**src/hw/rtl/tok_scan_pkg.sv**
```systemverilog
`timescale 1ns / 1ps

package tok_scan_pkg;

   typedef struct packed {
      logic       kind;
      logic [7:0] source_byte;
   } req_data_type;

   typedef struct packed {
      logic [5:0]  token_code;
      logic [15:0] start_offset;
      logic [15:0] length;
      logic [15:0] line;
      logic [15:0] column;
      logic        last_of_run;
   } rsp_data_type;

   localparam logic KindByte = 1'b0;
   localparam logic KindEnd  = 1'b1;

   localparam logic [5:0] TokLeftParen    = 6'd0;
   localparam logic [5:0] TokRightParen   = 6'd1;
   localparam logic [5:0] TokLeftBrace    = 6'd2;
   localparam logic [5:0] TokRightBrace   = 6'd3;
   localparam logic [5:0] TokComma        = 6'd4;
   localparam logic [5:0] TokDot          = 6'd5;
   localparam logic [5:0] TokMinus        = 6'd6;
   localparam logic [5:0] TokPlus         = 6'd7;
   localparam logic [5:0] TokSemicolon    = 6'd8;
   localparam logic [5:0] TokStar         = 6'd9;
   localparam logic [5:0] TokBangEqual    = 6'd10;
   localparam logic [5:0] TokBang         = 6'd11;
   localparam logic [5:0] TokEqualEqual   = 6'd12;
   localparam logic [5:0] TokEqual        = 6'd13;
   localparam logic [5:0] TokLessEqual    = 6'd14;
   localparam logic [5:0] TokLess         = 6'd15;
   localparam logic [5:0] TokGreaterEqual = 6'd16;
   localparam logic [5:0] TokGreater      = 6'd17;
   localparam logic [5:0] TokSlash        = 6'd18;
   localparam logic [5:0] TokString       = 6'd19;
   localparam logic [5:0] TokNumber       = 6'd20;
   localparam logic [5:0] TokIdent        = 6'd21;
   localparam logic [5:0] TokKey0         = 6'd22;
   localparam logic [5:0] TokEnd          = 6'd36;
   localparam logic [5:0] TokErrChar      = 6'd37;
   localparam logic [5:0] TokErrString    = 6'd38;

   localparam logic [15:0] PosMax = 16'hFFFF;

   localparam int MaxResults    = 3;
   localparam int QueueDepth    = 8;
   localparam int QueuePtrWidth = $clog2(QueueDepth);
   localparam int QueueCntWidth = $clog2(QueueDepth + 1);

   localparam int KeyCount  = 14;
   localparam int PrefixLen = 6;

   // and class else false fn fun for if nil or return let while print
   localparam logic [47:0] KeyText [KeyCount] = '{
      48'h000000646E61, 48'h007373616C63, 48'h000065736C65, 48'h0065736C6166,
      48'h000000006E66, 48'h0000006E7566, 48'h000000726F66, 48'h000000006669,
      48'h0000006C696E, 48'h00000000726F, 48'h6E7275746572, 48'h00000074656C,
      48'h00656C696877, 48'h00746E697270
   };

   localparam logic [2:0] KeyLength [KeyCount] = '{
      3'd3, 3'd5, 3'd4, 3'd5, 3'd2, 3'd3, 3'd3, 3'd2, 3'd3, 3'd2, 3'd6, 3'd3, 3'd5, 3'd5
   };

   function automatic logic [15:0] sat_sub(input logic [15:0] a, input logic [15:0] b);
      return (a > b) ? (a - b) : 16'd0;
   endfunction

   function automatic logic [15:0] sat_add(input logic [15:0] a, input logic [15:0] b);
      logic [16:0] sum;
      sum = {1'b0, a} + {1'b0, b};
      return sum[16] ? PosMax : sum[15:0];
   endfunction

   function automatic logic is_digit(input logic [7:0] c);
      return (c >= 8'h30) && (c <= 8'h39);
   endfunction

   function automatic logic is_alpha(input logic [7:0] c);
      return ((c >= 8'h61) && (c <= 8'h7A)) || ((c >= 8'h41) && (c <= 8'h5A))
             || (c == 8'h5F);
   endfunction

   function automatic logic [5:0] word_code(input logic [47:0] prefix,
                                            input logic [15:0] len);
      logic [5:0] code;
      code = TokIdent;
      for (int k = KeyCount - 1; k >= 0; k--) begin
         if ((len == {13'd0, KeyLength[k]}) && (prefix == KeyText[k])) begin
            code = TokKey0 + 6'(k);
         end
      end
      return code;
   endfunction

   function automatic rsp_data_type make_token(input logic [5:0]  code,
                                               input logic [15:0] start,
                                               input logic [15:0] len,
                                               input logic [15:0] line,
                                               input logic [15:0] column);
      rsp_data_type t;
      t.token_code   = code;
      t.start_offset = start;
      t.length       = len;
      t.line         = line;
      t.column       = column;
      t.last_of_run  = 1'b0;
      return t;
   endfunction

endpackage

```
**src/hw/rtl/token_scanner.sv**
```systemverilog
// Streaming lexical scanner for a small scripting language.
// Input channel req_*: one item per transfer, either a source byte or an
// end-of-source marker (req_data.kind). Result channel rsp_*: one token per
// transfer with code, start offset, length, line and column; last_of_run
// marks the final token caused by one input item. An item may cause zero to
// three tokens.
// Flow: an accepted item is held in the item register and scanned from there;
// its tokens are written into the output queue as it is scanned, and with the
// queue empty its first token is then offered on rsp_valid.
// Throughput: one input item per cycle. The scan stage writes up to three
// tokens at once into an 8-entry output queue and takes the next item only
// while the queue has three free entries, so the rate is set by how fast
// the receiver drains tokens (one per cycle at most).
// Receiver stall: tokens wait in the queue; once fewer than three entries
// are free the scan stage holds its item and req_ready drops.
// Reset: queue empty, scanner idle at offset 0, line 1, column 1. The
// end-of-source item flushes any open token, emits the end token and
// returns the scanner to that same state for the next source text.
`timescale 1ns / 1ps

module token_scanner #(
   parameter int SOURCE_BYTES = 65536
) (
   input  logic                       clock,
   input  logic                       reset,
   input  logic                       req_valid,
   output logic                       req_ready,
   input  tok_scan_pkg::req_data_type req_data,
   output logic                       rsp_valid,
   input  logic                       rsp_ready,
   output tok_scan_pkg::rsp_data_type rsp_data
);

   localparam logic [15:0] OffsetCap =
      ((SOURCE_BYTES - 1) > 65535) ? 16'hFFFF : 16'(SOURCE_BYTES - 1);

   localparam logic [2:0] PendNone    = 3'd0;
   localparam logic [2:0] PendBang    = 3'd1;
   localparam logic [2:0] PendEqual   = 3'd2;
   localparam logic [2:0] PendLess    = 3'd3;
   localparam logic [2:0] PendGreater = 3'd4;
   localparam logic [2:0] PendSlash   = 3'd5;

   localparam logic [tok_scan_pkg::QueueCntWidth-1:0] RoomLimit =
      tok_scan_pkg::QueueCntWidth'(tok_scan_pkg::QueueDepth - tok_scan_pkg::MaxResults);
   localparam logic [tok_scan_pkg::QueueCntWidth-1:0] FullCount =
      tok_scan_pkg::QueueCntWidth'(tok_scan_pkg::QueueDepth);

   typedef enum logic [2:0] {
      ModeIdle,
      ModeOp,
      ModeComment,
      ModeString,
      ModeInt,
      ModeIntDot,
      ModeFrac,
      ModeWord
   } mode_type;

   tok_scan_pkg::req_data_type item_ff;
   logic                       item_valid_ff;

   mode_type    mode_ff, mode_in;
   logic [2:0]  pend_ff, pend_in;
   logic [15:0] offset_ff, offset_in;
   logic [15:0] start_ff, start_in;
   logic [15:0] start_line_ff, start_line_in;
   logic [15:0] start_col_ff, start_col_in;
   logic [15:0] line_ff, line_in;
   logic [15:0] col_ff, col_in;
   logic [47:0] prefix_ff, prefix_in;

   tok_scan_pkg::rsp_data_type queue_ff [tok_scan_pkg::QueueDepth];
   logic [tok_scan_pkg::QueuePtrWidth-1:0] head_ff, head_in;
   logic [tok_scan_pkg::QueuePtrWidth-1:0] tail_ff, tail_in;
   logic [tok_scan_pkg::QueueCntWidth-1:0] count_ff, count_in;

   logic process;
   logic pop;
   logic req_fire;

   logic [7:0]  c;
   logic [15:0] span_len;
   logic [15:0] digits;
   logic [5:0]  single_code;
   logic [5:0]  double_code;

   tok_scan_pkg::rsp_data_type close0, close1;
   logic [1:0]                 close_n;
   tok_scan_pkg::rsp_data_type tail_tok;
   logic                       tail_en;
   logic [1:0]                 fin_n;
   logic                       do_close;
   logic                       do_start;

   logic [5:0] st_code;
   logic       st_emit;
   mode_type   st_mode;
   logic [2:0] st_pend;

   tok_scan_pkg::rsp_data_type res [tok_scan_pkg::MaxResults];
   logic [1:0]                 push_n;

   assign process   = item_valid_ff && (count_ff <= RoomLimit);
   assign req_ready = !item_valid_ff || process;
   assign req_fire  = req_valid && req_ready;
   assign rsp_valid = (count_ff != '0);
   assign pop       = rsp_valid && rsp_ready;
   assign rsp_data  = queue_ff[head_ff];

   always_comb begin
      c        = item_ff.source_byte;
      span_len = tok_scan_pkg::sat_sub(offset_ff, start_ff);
      digits   = tok_scan_pkg::sat_sub(tok_scan_pkg::sat_sub(offset_ff, 16'd1), start_ff);

      case (pend_ff)
         PendBang:    single_code = tok_scan_pkg::TokBang;
         PendEqual:   single_code = tok_scan_pkg::TokEqual;
         PendLess:    single_code = tok_scan_pkg::TokLess;
         PendGreater: single_code = tok_scan_pkg::TokGreater;
         default:     single_code = tok_scan_pkg::TokSlash;
      endcase
      case (pend_ff)
         PendBang:    double_code = tok_scan_pkg::TokBangEqual;
         PendLess:    double_code = tok_scan_pkg::TokLessEqual;
         PendGreater: double_code = tok_scan_pkg::TokGreaterEqual;
         default:     double_code = tok_scan_pkg::TokEqualEqual;
      endcase

      // tokens closed by the current mode
      close_n = 2'd0;
      close0  = '0;
      close1  = '0;
      unique case (mode_ff)
         ModeOp: begin
            close_n = 2'd1;
            close0  = tok_scan_pkg::make_token(single_code, start_ff, 16'd1,
                                               start_line_ff, start_col_ff);
         end
         ModeString: begin
            close_n = 2'd1;
            close0  = tok_scan_pkg::make_token(tok_scan_pkg::TokErrString, start_ff,
                                               span_len, start_line_ff, start_col_ff);
         end
         ModeInt, ModeFrac: begin
            close_n = 2'd1;
            close0  = tok_scan_pkg::make_token(tok_scan_pkg::TokNumber, start_ff,
                                               span_len, start_line_ff, start_col_ff);
         end
         ModeIntDot: begin
            close_n = 2'd2;
            close0  = tok_scan_pkg::make_token(tok_scan_pkg::TokNumber, start_ff,
                                               digits, start_line_ff, start_col_ff);
            close1  = tok_scan_pkg::make_token(tok_scan_pkg::TokDot,
                                               tok_scan_pkg::sat_add(start_ff, digits),
                                               16'd1, start_line_ff,
                                               tok_scan_pkg::sat_add(start_col_ff, digits));
         end
         ModeWord: begin
            close_n = 2'd1;
            close0  = tok_scan_pkg::make_token(tok_scan_pkg::word_code(prefix_ff, span_len),
                                               start_ff, span_len, start_line_ff,
                                               start_col_ff);
         end
         default: begin
            close_n = 2'd0;
         end
      endcase

      // first byte of a new token
      st_emit = 1'b1;
      st_mode = ModeIdle;
      st_pend = PendNone;
      st_code = tok_scan_pkg::TokErrChar;
      unique case (c) inside
         8'h28: st_code = tok_scan_pkg::TokLeftParen;
         8'h29: st_code = tok_scan_pkg::TokRightParen;
         8'h7B: st_code = tok_scan_pkg::TokLeftBrace;
         8'h7D: st_code = tok_scan_pkg::TokRightBrace;
         8'h2C: st_code = tok_scan_pkg::TokComma;
         8'h2E: st_code = tok_scan_pkg::TokDot;
         8'h2D: st_code = tok_scan_pkg::TokMinus;
         8'h2B: st_code = tok_scan_pkg::TokPlus;
         8'h3B: st_code = tok_scan_pkg::TokSemicolon;
         8'h2A: st_code = tok_scan_pkg::TokStar;
         8'h21: begin
            st_emit = 1'b0;
            st_mode = ModeOp;
            st_pend = PendBang;
         end
         8'h3D: begin
            st_emit = 1'b0;
            st_mode = ModeOp;
            st_pend = PendEqual;
         end
         8'h3C: begin
            st_emit = 1'b0;
            st_mode = ModeOp;
            st_pend = PendLess;
         end
         8'h3E: begin
            st_emit = 1'b0;
            st_mode = ModeOp;
            st_pend = PendGreater;
         end
         8'h2F: begin
            st_emit = 1'b0;
            st_mode = ModeOp;
            st_pend = PendSlash;
         end
         8'h20, 8'h0D, 8'h09, 8'h0A: st_emit = 1'b0;
         8'h22: begin
            st_emit = 1'b0;
            st_mode = ModeString;
         end
         default: begin
            if (tok_scan_pkg::is_digit(c)) begin
               st_emit = 1'b0;
               st_mode = ModeInt;
            end else if (tok_scan_pkg::is_alpha(c)) begin
               st_emit = 1'b0;
               st_mode = ModeWord;
            end
         end
      endcase

      mode_in       = mode_ff;
      pend_in       = pend_ff;
      offset_in     = offset_ff;
      start_in      = start_ff;
      start_line_in = start_line_ff;
      start_col_in  = start_col_ff;
      line_in       = line_ff;
      col_in        = col_ff;
      prefix_in     = prefix_ff;
      do_close      = 1'b0;
      do_start      = 1'b0;
      tail_tok      = '0;
      tail_en       = 1'b0;

      if (item_ff.kind == tok_scan_pkg::KindEnd) begin
         do_close      = 1'b1;
         tail_tok      = tok_scan_pkg::make_token(tok_scan_pkg::TokEnd, offset_ff, 16'd0,
                                                  line_ff, col_ff);
         tail_en       = 1'b1;
         mode_in       = ModeIdle;
         pend_in       = PendNone;
         offset_in     = 16'd0;
         start_in      = 16'd0;
         start_line_in = 16'd1;
         start_col_in  = 16'd1;
         line_in       = 16'd1;
         col_in        = 16'd1;
         prefix_in     = 48'd0;
      end else begin
         unique case (mode_ff)
            ModeIdle: do_start = 1'b1;
            ModeOp: begin
               if ((pend_ff >= PendBang) && (pend_ff <= PendGreater) && (c == 8'h3D)) begin
                  tail_tok = tok_scan_pkg::make_token(double_code, start_ff, 16'd2,
                                                      start_line_ff, start_col_ff);
                  tail_en  = 1'b1;
                  mode_in  = ModeIdle;
                  pend_in  = PendNone;
               end else if ((pend_ff == PendSlash) && (c == 8'h2F)) begin
                  mode_in = ModeComment;
                  pend_in = PendNone;
               end else begin
                  do_close = 1'b1;
                  do_start = 1'b1;
               end
            end
            ModeComment: begin
               if (c == 8'h0A) begin
                  mode_in = ModeIdle;
               end
            end
            ModeString: begin
               if (c == 8'h22) begin
                  tail_tok = tok_scan_pkg::make_token(tok_scan_pkg::TokString,
                                                      tok_scan_pkg::sat_add(start_ff, 16'd1),
                                                      tok_scan_pkg::sat_sub(span_len, 16'd1),
                                                      start_line_ff, start_col_ff);
                  tail_en  = 1'b1;
                  mode_in  = ModeIdle;
               end
            end
            ModeInt: begin
               if (c == 8'h2E) begin
                  mode_in = ModeIntDot;
               end else if (!tok_scan_pkg::is_digit(c)) begin
                  do_close = 1'b1;
                  do_start = 1'b1;
               end
            end
            ModeIntDot: begin
               if (tok_scan_pkg::is_digit(c)) begin
                  mode_in = ModeFrac;
               end else begin
                  do_close = 1'b1;
                  do_start = 1'b1;
               end
            end
            ModeFrac: begin
               if (!tok_scan_pkg::is_digit(c)) begin
                  do_close = 1'b1;
                  do_start = 1'b1;
               end
            end
            ModeWord: begin
               if (tok_scan_pkg::is_alpha(c) || tok_scan_pkg::is_digit(c)) begin
                  if (span_len < 16'(tok_scan_pkg::PrefixLen)) begin
                     prefix_in = prefix_ff | (48'(c) << {span_len[2:0], 3'b000});
                  end
               end else begin
                  do_close = 1'b1;
                  do_start = 1'b1;
               end
            end
            default: do_start = 1'b1;
         endcase

         if (do_start) begin
            start_in      = offset_ff;
            start_line_in = line_ff;
            start_col_in  = col_ff;
            mode_in       = st_mode;
            pend_in       = st_pend;
            if (st_mode == ModeWord) begin
               prefix_in = {40'd0, c};
            end
            tail_tok = tok_scan_pkg::make_token(st_code, offset_ff, 16'd1, line_ff, col_ff);
            tail_en  = st_emit;
         end

         offset_in = (offset_ff >= OffsetCap) ? OffsetCap : (offset_ff + 16'd1);
         if (c == 8'h0A) begin
            line_in = tok_scan_pkg::sat_add(line_ff, 16'd1);
            col_in  = 16'd1;
         end else begin
            col_in = tok_scan_pkg::sat_add(col_ff, 16'd1);
         end
      end

      fin_n = do_close ? close_n : 2'd0;

      res[0] = tail_tok;
      res[1] = '0;
      res[2] = '0;
      case (fin_n)
         2'd0: res[0] = tail_tok;
         2'd1: begin
            res[0] = close0;
            res[1] = tail_tok;
         end
         default: begin
            res[0] = close0;
            res[1] = close1;
            res[2] = tail_tok;
         end
      endcase
      push_n = fin_n + {1'b0, tail_en};
      for (int k = 0; k < tok_scan_pkg::MaxResults; k++) begin
         res[k].last_of_run = (2'(k) == (push_n - 2'd1));
      end

      head_in  = head_ff;
      tail_in  = tail_ff;
      count_in = count_ff;
      if (pop) begin
         head_in = head_ff + tok_scan_pkg::QueuePtrWidth'(1);
      end
      if (process) begin
         tail_in = tail_ff + tok_scan_pkg::QueuePtrWidth'(push_n);
      end
      count_in = count_ff + (process ? tok_scan_pkg::QueueCntWidth'(push_n) : '0)
                 - tok_scan_pkg::QueueCntWidth'(pop);
   end

   always_ff @(posedge clock) begin
      if (reset) begin
         item_valid_ff <= 1'b0;
         mode_ff       <= ModeIdle;
         pend_ff       <= PendNone;
         offset_ff     <= 16'd0;
         start_ff      <= 16'd0;
         start_line_ff <= 16'd1;
         start_col_ff  <= 16'd1;
         line_ff       <= 16'd1;
         col_ff        <= 16'd1;
         prefix_ff     <= 48'd0;
         head_ff       <= '0;
         tail_ff       <= '0;
         count_ff      <= '0;
      end else begin
         if (req_fire) begin
            item_valid_ff <= 1'b1;
         end else if (process) begin
            item_valid_ff <= 1'b0;
         end
         if (process) begin
            mode_ff       <= mode_in;
            pend_ff       <= pend_in;
            offset_ff     <= offset_in;
            start_ff      <= start_in;
            start_line_ff <= start_line_in;
            start_col_ff  <= start_col_in;
            line_ff       <= line_in;
            col_ff        <= col_in;
            prefix_ff     <= prefix_in;
         end
         head_ff  <= head_in;
         tail_ff  <= tail_in;
         count_ff <= count_in;
      end
   end

   always_ff @(posedge clock) begin
      if (req_fire) begin
         item_ff <= req_data;
      end
      if (process) begin
         for (int k = 0; k < tok_scan_pkg::MaxResults; k++) begin
            if (2'(k) < push_n) begin
               queue_ff[tail_ff + tok_scan_pkg::QueuePtrWidth'(k)] <= res[k];
            end
         end
      end
   end

`ifndef SYNTHESIS
   a_queue_bound: assert property (@(posedge clock) disable iff (reset)
      count_ff <= FullCount)
      else $error("output queue count exceeds depth");

   a_offset_cap: assert property (@(posedge clock) disable iff (reset)
      offset_ff <= OffsetCap)
      else $error("byte offset beyond saturation point");

   a_end_emits: assert property (@(posedge clock) disable iff (reset)
      (process && (item_ff.kind == tok_scan_pkg::KindEnd)) |-> (push_n != 2'd0))
      else $error("end of source produced no end token");

   a_end_restarts: assert property (@(posedge clock) disable iff (reset)
      (process && (item_ff.kind == tok_scan_pkg::KindEnd))
      |=> ((mode_ff == ModeIdle) && (offset_ff == 16'd0) && (line_ff == 16'd1)
           && (col_ff == 16'd1)))
      else $error("scanner not restarted after end of source");

   a_hold_when_full: assert property (@(posedge clock) disable iff (reset)
      (item_valid_ff && (count_ff > RoomLimit)) |-> !req_ready)
      else $error("input taken while scan stage blocked");
`endif

endmodule

```
**config.mk**
```make
export PLATFORM = sky130hd
export DESIGN_NAME = token_scanner
export DESIGN_NICKNAME = d
export VERILOG_FILES = /design/src/hw/rtl/tok_scan_pkg.sv /design/src/hw/rtl/token_scanner.sv
export SDC_FILE = /design/constraint.sdc
export NUM_CORES = 2
export LEC_CHECK = 0
export BUFFER_PORTS_ARGS = -buffer_cell sky130_fd_sc_hd__buf_2
export CORE_MARGIN = 3
export CORE_UTILIZATION = 26
export DETAILED_ROUTE_END_ITERATION = 7
export PLACE_DENSITY_LB_ADDON = 0.12
export SLEW_MARGIN = 0
export SYNTH_ARGS = -nofsm -noshare
export SYNTH_HDL_FRONTEND = slang
export SYNTH_SLANG_ARGS = --single-unit
```
**constraint.sdc**
```tcl
create_clock -name clock -period 13.2 [get_ports clock]
set_input_delay 1.98 -clock clock [delete_from_list [all_inputs] [get_ports clock]]
set_output_delay 1.98 -clock clock [all_outputs]
set_load 0.005 [all_outputs]
```
==> reports/qor.yml <==
drt:
  wirelength_microns: 204000
  num_vias: 37900
  dr.pass1.iters: 8
  ant_nets: 0
  wire_per_inst_microns: 31.3
  drc: 0
  drtIter0Drc: 4311
  viasPerCell: 5.82
layout:
  drive_gt1_share_pct: 15.6
  fillerInstances: 17400
  final_cells: 6515
  areaGrowthSynthToFinish_pct: 13.7
  seq_area_sq_um: 20600
  nets: 4334
  multi_input_area_sq_um: 22200
min_path:
  hold_path.class: "reg -> reg"
floorplan:
  die_h_microns: 418
  coreArea_sq_um: 168000
  die_w_microns: 418
  die-area_sq_um: 175000
  start_util_pct: 26.3
  row_count: 150
  num_io_pins: 86
global_routing:
  gr-usage-all-layers_pct: 22.6
  grt_pass1_vias: 36500
  grt_antenna_before_repair: 3
  grt_pass1_wl_microns: 288000
  grt_max_degree: 89
  grt.overflow.total: 0
clock_tree:
  post_cts_buffers: 0
  root_buffer: "clkbuf_16"
  post_cts_resized: 0
  cts-buffers-inserted: 95
  clock_latency_ns: 0.72
  cts_buffer_depth: 3
  cts.sinks: 741
  cts_tree: "yes"
  htree_levels: 3
  hold_buffers: 0
  clkTransAtPathRegs_ns: 0.06
power_and_ir_drop:
  ir_drop_mv: 0.104
  p_leak_nw: 16.1
  powerDensity_nw_per_um2: 142
synth:
  yosysWarnings: 0
  synth_area_sq_um: 44200
  synthFlopType: "edfxtp_1"
  synth-edff-count: 577
  ys_seq_area_share_pct: 46.6
  avgSynthCellArea_sq_um: 10.3
  synth.ff_latch_count: 741
  ys_types: 108
  syn-num-nets: 4397
  syn_inst: 4293
  synthArstFlopShare_pct: 0
sta:
  timing.final.crit_share_pct: 60.1
  timing.fmax_mhz: 126
  finalSetupViolCount: 0
  worst_pin_slew_ns: 1.50
  rsz0062_at_grt: "no"
  relSlewSlack_pct: -0.351
  finClkSkew_ns: 0.0342
  drv_slew: 1
  post-route-min-period_ns: 7.94
  setup_tns_ns: 0
  hold_viol: 0
worst_setup_path:
  cpMostUsedCell: "nor3_1"
  slowest_stage: "a211oi_1"
  crit_path_end_kind: "flop"
  crit_fanout: 13
  startpoint_type: "flop"
  cpPeakStageDelay_ns: 0.73
  crit_type: "reg -> reg"
  cp_cell_sequence: "nor4_1, nand2_1, or4_1, nor3_1, xnor2_1, nor2_1, ha_1, nand4_1, o31a_1, o21ai_0, o41ai_2, buf_4, nor3_1, ha_1, o21a_1, o21a_1, o2111a_1, nor3_1, o41ai_1, a211oi_1, o22a_1, o221ai_1"
  cp.required_ns: 13.62
  cp.arrival_ns: 8.35
place:
  port_buffers: 85
  dp_hpwl_microns: 122000
  place.gp.congestion: 0.887
  dp.cells: 6337
run_status:
  status: "complete, but fails checks"
  violations: "max-capacitance violations, max-slew violations"
run:
  max_cap_viol_count: 1
[cells in the mapped netlist, types with 83 or more instances]
master	count	area, sq um
nor2_1	429	1610
nand2_1	607	2280
nor3_1	92	460
a21oi_1	217	1090
o21ai_0	176	881
clkbuf_1	226	848
ha_1	85	1060
edfxtp_1	577	17300
o221ai_1	361	3160
a22oi_1	83	623
dfxtp_1	164	3280
mux4_2	142	3200
[layout make-up]
cell class              instances  area share, %
flip-flops and latches        741           41.0
diodes                          1        0.00497
clock inverters                45           1.07
clock buffers                 132           5.31
well taps                    2204           5.48
inverters                      73          0.550
repair buffers                191           2.48
multi-input cells            3128           44.1
[critical path: cells and delay by family (launching register included)]
kind	cells	cell delay, ns
AOI/OAI and AO/OA	10	3.15
xor gates and xnor gates	1	0.15
adders and majority gates	2	0.80
DFF	1	0.48
and+or+nand+nor	8	2.84
buffers and inverters	1	0.23
[per-layer routing]
layer | wire length [microns] | vias to the layer above | global-route usage [%]
met2 | 94400 | 1587 | 36.6
met5 | 13 | - | 0
met1 | 91600 | 19500 | 31.6
li1 | - | 16600 | -
met3 | 12200 | 311 | 2.90
met4 | 5810 | 2 | 6.69
[registers in the layout, indices dropped and copies added, names as in the netlist, 3 cells and up, named ones only]
name	flops
c	8
col_ff	16
count_ff	4
head_ff	3
line_ff	16
mode_ff	3
offset_ff	16
pend_ff	3
prefix_ff	48
queue_ff	568
start_col_ff	16
start_ff	16
start_line_ff	16
tail_ff	3
[final timing paths]
check,cells past startpoint,slack [ns],to,start
worst min register to register,2,0.45,prefix_ff[44],prefix_ff[44]
worst min-delay path,2,0.45,prefix_ff[44],prefix_ff[44]
worst max register to register,22,5.26,queue_ff[2][49],offset_ff[2]
worst max-delay path,22,5.26,queue_ff[2][49],offset_ff[2]
[cell families (layout without fill, tap and decap cells)]
group	count (synthesis)	count (layout)	synth area share, %
other	0	1	0
adders and majority gates	91	91	2.68
DFF	741	741	46.6
xor gates and xnor gates	74	74	1.51
and+or+nand+nor	1516	1516	15.7
buffers and inverters	424	441	3.86
muxes	218	218	9.15
AOI/OAI and AO/OA	1229	1229	20.5
[placed cells by master, fill, tap and decap left out, types with 89 or more instances in the layout]
master,n
nand2_1,598
edfxtp_1,577
nor2_1,421
o221ai_1,361
a21oi_1,217
o21ai_0,170
dfxtp_1,161
mux4_2,142
buf_4,105
clkbuf_16,98
nor3_1,89
[report_power, final]
| group | leakage [nW] | switching, mW | total [mW] | internal [mW] |
|---|---|---|---|---|
| clock network | 1.56 | 1.12 | 2.72 | 1.61 |
| logic | 8.02 | 1.06 | 1.79 | 0.729 |
| registers | 6.52 | 0.0619 | 2.64 | 2.58 |
[stage by stage]
stage                     utilization, %  hold WS (ns)  power [mW]  area, sq um  setup slack [ns]
after floorplan                        -         0.426        3.82        44200              3.51
after global placement              28.0         0.445        4.50        47100              5.57
after detailed placement            28.0         0.448        4.49        47100              5.39
after CTS                           29.9         0.462        7.22        50300              5.36
after global routing                29.9         0.474        7.43        50300              4.68
final                               29.9         0.453        7.15        50300              5.26
No activity file was read; power rests on OpenSTA's default activity.
